--- config.mk ---
export PLATFORM = sky130hd
export DESIGN_NAME = fcrc_cell
export DESIGN_NICKNAME = d
export VERILOG_FILES = /design/src/hw/rtl/fcrc_pkg.sv /design/src/hw/rtl/fcrc_cell.sv
export SDC_FILE = /design/constraint.sdc
export NUM_CORES = 1
export LEC_CHECK = 0
export BUFFER_PORTS_ARGS = -buffer_cell sky130_fd_sc_hd__buf_4
export CORE_UTILIZATION = 36
export CTS_CLUSTER_DIAMETER = 40
export CTS_CLUSTER_SIZE = 40
export DETAILED_ROUTE_END_ITERATION = 10
export PLACE_DENSITY_LB_ADDON = 0.25
export SLEW_MARGIN = 20
export SYNTH_ARGS = -nofsm -noshare
export SYNTH_HDL_FRONTEND = slang
export SYNTH_SLANG_ARGS = --single-unit
--- constraint.sdc ---
create_clock -name clk -period 8.5 [get_ports clk]
set_input_delay 1.275 -clock clk [delete_from_list [all_inputs] [get_ports clk]]
set_output_delay 1.275 -clock clk [all_outputs]
set_load 0.02 [all_outputs]
--- src/hw/rtl/fcrc_pkg.sv ---
// Shared types and constants for the free chunk reuse cache.
// Used by fcrc_cell and free_chunk_reuse_cache; depends on nothing.
package fcrc_pkg;

  localparam int SLOTS  = 8;
  localparam int LEN_W  = 32;
  localparam int OFF_W  = 64;
  localparam int DENS_W = 7;
  localparam int PROD_W = LEN_W + DENS_W;

  localparam logic [DENS_W-1:0] FILL_SCALE    = 7'd100;
  localparam logic [DENS_W-1:0] DENSITY_RESET = 7'd75;

  localparam logic OP_FREE  = 1'b0;
  localparam logic OP_ALLOC = 1'b1;

  typedef enum logic {
    ST_IDLE,
    ST_EVAL
  } fcrc_state_t;

  typedef struct packed {
    logic [LEN_W-1:0] len;
    logic [OFF_W-1:0] off;
  } fcrc_slot_t;

  // Travels from the top slot toward slot 0.
  typedef struct packed {
    logic taken;
    logic shift;
  } fcrc_down_t;

  // Travels from slot 0 toward the top slot.
  typedef struct packed {
    logic             found;
    logic [OFF_W-1:0] off;
  } fcrc_up_t;

endpackage

--- src/hw/rtl/fcrc_cell.sv ---
// One slot of the chunk table: holds a length and an offset and decides its
// part of a free or allocate item. Depends on fcrc_pkg.
module fcrc_cell
  import fcrc_pkg::*;
(
  input  logic              clk,
  input  logic              rst_n,
  input  logic              apply,
  input  logic              op,
  input  logic [LEN_W-1:0]  len,
  input  logic [OFF_W-1:0]  off,
  input  logic [PROD_W-1:0] len_scaled,
  input  logic [DENS_W-1:0] density,
  input  logic              alloc_ok,
  input  fcrc_slot_t        upper,
  input  fcrc_down_t        dn_in,
  output fcrc_down_t        dn_out,
  input  fcrc_up_t          up_in,
  output fcrc_up_t          up_out,
  output fcrc_slot_t        slot
);

  logic [LEN_W-1:0]  len_r, len_nxt;
  logic [OFF_W-1:0]  off_r, off_nxt;
  logic [PROD_W-1:0] need;
  logic              occupied;
  logic              free_cand;
  logic              alloc_cand;
  logic              sel_free;
  logic              sel_alloc;

  assign occupied   = (len_r != '0);
  assign free_cand  = (len > len_r);
  assign need       = {{DENS_W{1'b0}}, len_r} * {{LEN_W{1'b0}}, density};
  assign alloc_cand = alloc_ok && occupied && (len <= len_r) && (len_scaled >= need);
  assign sel_free   = (op == OP_FREE) && free_cand && !dn_in.taken;
  assign sel_alloc  = (op == OP_ALLOC) && alloc_cand && !up_in.found;

  assign dn_out.taken = dn_in.taken | free_cand;
  assign dn_out.shift = dn_in.shift | (sel_free & occupied);
  assign up_out.found = up_in.found | alloc_cand;
  assign up_out.off   = up_in.off | (sel_alloc ? off_r : '0);
  assign slot.len     = len_r;
  assign slot.off     = off_r;

  always_comb begin
    len_nxt = len_r;
    off_nxt = off_r;
    if (apply) begin
      if (sel_free) begin
        len_nxt = len;
        off_nxt = off;
      end else if ((op == OP_FREE) && dn_in.shift) begin
        len_nxt = upper.len;
        off_nxt = upper.off;
      end else if (sel_alloc) begin
        len_nxt = '0;
      end
    end
  end

  always_ff @(posedge clk) begin
    if (!rst_n) begin
      len_r <= '0;
    end else begin
      len_r <= len_nxt;
    end
  end

  always_ff @(posedge clk) begin
    off_r <= off_nxt;
  end

endmodule
==> impl_metrics.py, run 1 <==
metrics = {
    "status": {
        "status": "finished, violations left",
        "failed_checks": "setup timing",
    },
    "finish": {
        "utilization": 0.538,
        "syn_to_final_growth_pct": 47.6,
        "fill_cells": 3309,
        "final_common_cell": "buf_4",
        "stdcell_area_um2": 19600,
        "drive_gt1_frac": 0.413,
        "final_cell_mix": "buf_4, and2_1, fa_1",
        "nNetsFinal": 2533,
    },
    "timing": {
        "finalSetupViolations": 65,
        "maxSlewViolCount": 0,
        "fmax_mhz": 107,
        "finalHoldViolCount": 0,
        "period_needed_ns": 9.36,
        "fin_ws_ns": -0.864,
        "worst_slew_pin_slew_ns": 0.940,
        "clock_skew_ns": 0.0122,
        "relSlewSlack": 0.373,
        "grt_setup_unrepaired": "true",
        "finalCritPeriodShare": 1.10,
    },
    "routing": {
        "wl_mm": 55.7,
        "avgRoutedWirePerCell_um": 23.0,
        "drt-initial-drc-count": 604,
        "antenna_left": 0,
        "drt-vias-per-instance": 5.31,
        "drcViolationCount": 0,
        "vias": 12877,
        "first_pass_iters": 7,
    },
    "synth": {
        "synth_cells": 1360,
        "syn_avg_cell_area_um2": 9.78,
        "yosysWarnings": 0,
        "syn_area_um2": 13300,
        "synth-edff-count": 64,
        "synth_top_family_by_area": "adder cells",
        "synth-simple-area-share": 0.171,
        "syn-num-nets": 1947,
        "ys_seq_area_frac": 0.193,
        "synth_compound_area_frac": 0.157,
        "ys.flop_type": "edfxtp_1",
        "synth-async-reset-ratio": 0,
        "synthDistinctLibCells": 59,
        "synth-seq-cells": 96,
        "synth-xor-area-share": 0.0211,
        "muxShareOfSynthArea": 0.0542,
        "synthAdderAreaFrac": 0.345,
    },
    "clock_tree": {
        "worstSkewPairLatency_ns": 0.37,
        "cts_root_buffer": "clkbuf_16",
        "cts_tree": "done",
        "clkSlewWorstSetupHoldPaths_ns": 0.07,
        "htree_levels": 3,
        "cts_buffers": 9,
        "clock_path_buffers": 2,
        "cts_num_sinks": 96,
    },
    "worst_hold_path": {
        "hp-class": "register to register",
        "min_from": "len_r[13]",
        "min_to": "len_r[13]",
        "hold_depth": 1,
    },
    "place": {
        "placed_area_um2": 18500,
        "dp_hpwl_mm": 46.6,
        "post-place-ws_ns": -1.32,
        "globalplace.congestion": 0.933,
        "port_buffers": 472,
    },
    "critical_path": {
        "start_kind": "primary input",
        "critical-path-max-stage-delay_ns": 0.55,
        "worstPathRequired_ns": 7.22,
        "rrSetupSlack_ns": 0.79,
        "arrival_ns": 8.09,
        "critical_path.max_fanout": 7,
        "crit_slowest_cell": "fa_1",
        "crit_path_end_kind": "output port",
        "r2r-end": "len_r[17]",
        "path_class": "primary input to output port",
        "r2r_cells": 30,
        "reg2reg_from": "len_r[7]",
    },
    "floorplanning": {
        "ioPinCount": 473,
        "start_util": 0.364,
        "die-height_um": 194,
        "die_x_um": 194,
        "rows": 70,
        "die_area_um2": 37700,
        "design.core.area_um2": 36500,
    },
    "grt": {
        "overflow": 0,
        "grt_usage": 0.291,
        "grt_pass1_vias": 13132,
        "antenna_found_initial": 8,
        "grt_pass1_wl_mm": 81.7,
        "grt_max_degree": 104,
    },
    "power_and_ir_drop": {
        "ir_drop_v": 0.0000966,
        "p_sw_frac": 0.397,
        "p_int_mw": 1.52,
        "power.leakage_nw": 10.1,
        "power.switching_mw": 0.998,
        "power.share.combinational": 0.602,
        "clockPowerShare": 0.171,
        "p_seq_frac": 0.227,
        "power_density_nw_per_um2": 128,
    },
    "flow_run": {
        "drv_cap": 0,
    },
}
==> synthesized netlist by cell type, types with 12 or more instances <==
master,number,share of area
a21o_1,113,0.064
a21oi_1,34,0.013
and2_1,187,0.088
buf_4,12,0.0068
clkbuf_1,49,0.014
dfxtp_1,32,0.048
edfxtp_1,64,0.14
fa_1,149,0.22
ha_1,128,0.12
inv_1,112,0.032
mux2_2,55,0.047
nand2_1,97,0.027
nand3_1,14,0.0053
nand4_1,14,0.0066
nor2_1,58,0.016
nor3_1,12,0.0045
o211a_1,33,0.025
o21ai_0,18,0.0068
o311ai_0,22,0.014
xnor2_1,23,0.015
==> worst max-delay path, delay by kind of cell <==
family	cells	cell delay, ns
AND/OR/NAND/NOR	5	0.96
XOR/XNOR	1	0.15
buffers and inverters	11	1.17
AO/OA/AOI/OAI	11	1.98
adder cells (fa/ha/maj)	6	2.54
==> worst max-delay path by stage <==
stage,startpoint,slack (ns),end
after global placement,density[2],-1.22,up_out[23]
after floorplan,density[1],-0.19,up_out[23]
after CTS,density[1],-0.80,up_out[44]
after global routing,density[1],-1.09,up_out[43]
after detailed placement,density[6],-1.32,up_out[27]
final,density[1],-0.86,up_out[43]
==> per-layer routing <==
layer	part of all wire	up-vias	global-route usage
met5	0.00063	-	0
met4	0.041	6	0.111
met3	0.068	80	0.0600
met2	0.48	507	0.487
met1	0.41	6418	0.367
li1	-	5866	-
==> power groups by stage <==
stage	registers (mW)	clock network, mW	logic, mW
final	0.571	0.429	1.51
after global placement	0.581	0	1.40
after CTS	0.571	0.436	1.50
after global routing	0.574	0.448	1.67
after detailed placement	0.581	0	1.43
after floorplan	0.601	0	0.816
==> state kept, by name, summed over array words and instances, names as in the netlist <==
register,count
len_r,32
off_r,64
==> cell type report <==
class	count	area (µm²)	share of cell area
tap	468	586	0.0298
inverter	112	420	0.0214
clock inverter	5	55.1	0.00280
sequential	96	2560	0.130
antenna	4	10.0	0.000510
timing repair buffer	652	5350	0.272
multi-input combinational	1075	10400	0.531
clock buffer	11	233	0.0118
==> timing repair <==
action | 4_1_cts | 5_1_grt
hold buffers | 0 | 0
gates resized for setup | 133 | 30
pin swaps | 94 | 58
endpoints found under the hold margin | 0 | 0
endpoints found under the setup margin | 97 | 77
setup buffers | 13 | 6
gates cloned | 2 | 2
==> stage by stage <==
stage / setup TNS [ns] / hold slack, ns / instances / power (mW)
2_1_floorplan: -10.52 / 0.705 / 1360 / 1.42
3_3_place_gp: -80.86 / 0.619 / 2383 / 1.98
3_5_place_dp: -90.61 / 0.618 / 2383 / 2.01
4_1_cts: -46.79 / 0.627 / 2412 / 2.51
5_1_grt: -64.89 / 0.656 / 2423 / 2.70
6_report: -49.93 / 0.630 / 2423 / 2.51
==> cells by family (layout without fill, tap and decap cells) <==
family | count (synthesis) | count (layout)
compound gates | 275 | 275
xor+xnor | 32 | 32
fa+ha+maj | 277 | 277
buf+inv | 189 | 780
flops | 96 | 96
mux | 64 | 64
other cells | 0 | 4
simple gates | 427 | 427
Power figures use the tool's default switching activity.
==> run 2: changes to the inputs <==
CELL_PAD_IN_SITES_DETAIL_PLACEMENT = 1   (was default)
CELL_PAD_IN_SITES_GLOBAL_PLACEMENT = 1   (was default)
CORE_UTILIZATION = 35   (was 36)
==> run 2 against run 1 <==
The run still ends with setup timing left. Critical path type unchanged. Core utilization is 0.64 points lower. Register-to-register slack worse by 0.02 ns. Via count is 2.0% higher. Hold slack better by 0.0023 ns.
==> impl_metrics.py, run 2 (synthesis gave the netlist of run 1 again) <==
metrics = {
    "place": {
        "dp_hpwl_mm": 50.8,
        "dp.cells": 2434,
        "post-place-ws_ns": -1.55,
        "globalplace.congestion": 0.944,
        "port_buffers": 472,
    },
    "critical_path": {
        "crit_path_end_kind": "output port",
        "path_class": "primary input to output port",
        "start_kind": "primary input",
        "cp_common_cell": "fa_1",
        "crit_slowest_cell": "fa_1",
        "worstPathRequired_ns": 7.22,
        "rrSetupSlack_ns": 0.77,
        "critical_path.max_fanout": 12,
        "arrival_ns": 8.14,
        "critical-path-max-stage-delay_ns": 0.55,
    },
    "flow_run": {
        "drv_cap": 0,
    },
    "grt": {
        "grt_pass1_vias": 13854,
        "grt_pass1_wl_mm": 87.1,
        "grt_max_degree": 67,
        "antenna_found_initial": 14,
        "overflow": 0,
        "grt_usage": 0.303,
    },
    "timing": {
        "finalCritPeriodShare": 1.11,
        "clock_skew_ns": 0.00761,
        "relSlewSlack": 0.366,
        "grt_setup_unrepaired": "true",
        "finalSetupViolations": 65,
        "fin_ws_ns": -0.918,
        "finalHoldViolCount": 0,
        "fmax_mhz": 106,
        "period_needed_ns": 9.42,
        "maxSlewViolCount": 0,
        "worst_slew_pin_slew_ns": 0.951,
    },
    "clock_tree": {
        "cts_root_buffer": "clkbuf_16",
        "clock_path_buffers": 2,
        "cts_num_sinks": 96,
        "htree_levels": 3,
        "clkSlewWorstSetupHoldPaths_ns": 0.07,
        "hold_buffers": 0,
        "cts_tree": "done",
        "worstSkewPairLatency_ns": 0.36,
        "cts_buffers": 9,
    },
    "routing": {
        "avgRoutedWirePerCell_um": 24.5,
        "vias": 13139,
        "drcViolationCount": 0,
        "drt-vias-per-instance": 5.29,
        "drt-initial-drc-count": 520,
        "antenna_left": 0,
        "wl_mm": 60.9,
        "first_pass_iters": 5,
    },
    "power_and_ir_drop": {
        "power_density_nw_per_um2": 128,
        "power.leakage_nw": 10.2,
        "ir_drop_v": 0.000100,
    },
    "status": {
        "failed_checks": "setup timing",
        "status": "finished, violations left",
    },
    "finish": {
        "largest_register_ffs": 64,
        "utilization": 0.531,
        "final_common_cell": "buf_4",
        "top_regs": "off_r x64, len_r x32",
        "nNetsFinal": 2545,
        "final_cell_mix": "buf_4, and2_1, fa_1",
        "drive_gt1_frac": 0.419,
        "syn_to_final_growth_pct": 50.1,
        "layout.cells.non_filler": 2483,
        "fill_cells": 4275,
        "top_register": "off_r",
    },
    "floorplanning": {
        "design.core.area_um2": 37600,
        "die_area_um2": 38800,
        "die-height_um": 197,
        "ioPinCount": 473,
        "rows": 71,
        "die_x_um": 197,
        "start_util": 0.354,
    },
    "worst_hold_path": {
        "hp-class": "register to register",
    },
}
-- run 2: cell count changes in the layout (fill, tap and decap cells not counted), moves of 4 or more --
cell	change
buf_4	+12
o311ai_2	+10
o311ai_1	-9
o311ai_0	-7
o311ai_4	+6
diode_2	+5
fa_1	+4
fa_2	-4
-- run 2: area by class of cell --
| type | instances | area (µm²) | area share |
|---|---|---|---|
| diodes | 9 | 22.5 | 0.00113 |
| clock buffers | 11 | 233 | 0.0117 |
| clock inverters | 5 | 33.8 | 0.00169 |
| inverters | 112 | 420 | 0.0211 |
| multi-input cells | 1075 | 10600 | 0.531 |
| flip-flops and latches | 96 | 2560 | 0.128 |
| well taps | 511 | 639 | 0.0320 |
| repair buffers | 664 | 5460 | 0.273 |
-- run 2: through the flow --
stage          hold slack (ns)  instance area (µm²)  setup TNS, ns  power [mW]
3_5_place_dp             0.618                18600        -116.19        2.04
2_1_floorplan            0.705                13500         -10.52        1.42
6_report                 0.632                20000         -55.87        2.55
4_1_cts                  0.640                19400         -60.40        2.50
3_3_place_gp             0.612                18600         -97.98        1.99
5_1_grt                  0.667                20000         -78.30        2.72
-- run 2: worst max-delay path, delay by kind of cell --
family          cells  cell delay, ns
fa+ha+maj           6            2.55
simple gates        9            1.49
buf+inv            10            1.08
xor+xnor            1            0.18
compound gates      9            1.56
-- run 2: path summary, 6_finish.rpt --
kind,startpoint,endpoint,depth (start not counted)
max,density[1],up_out[60],35
min,len_r[16],len_r[16],1
max reg2reg,len_r[3],len_r[12],32
min reg2reg,len_r[16],len_r[16],1
-- run 2: what timing repair did --
action / CTS / global route
resized for setup: 90 / 90
cloned: 2 / 3
setup buffers: 9 / 11
pin swaps: 65 / 65
setup endpoints to repair: 97 / 97
-- run 2: where the power goes --
group          total (mW)  switching (mW)  leakage, nW  internal, mW
clock               0.401           0.202        0.126         0.199
sequential          0.573          0.0384        0.857         0.535
combinational        1.58           0.806         9.25         0.773
-- run 2: metal layers --
metal / GRT usage / part of all wire
met1: 0.360 / 0.37
met2: 0.534 / 0.51
met3: 0.0664 / 0.075
met4: 0.112 / 0.043
met5: 0 / 0.00064
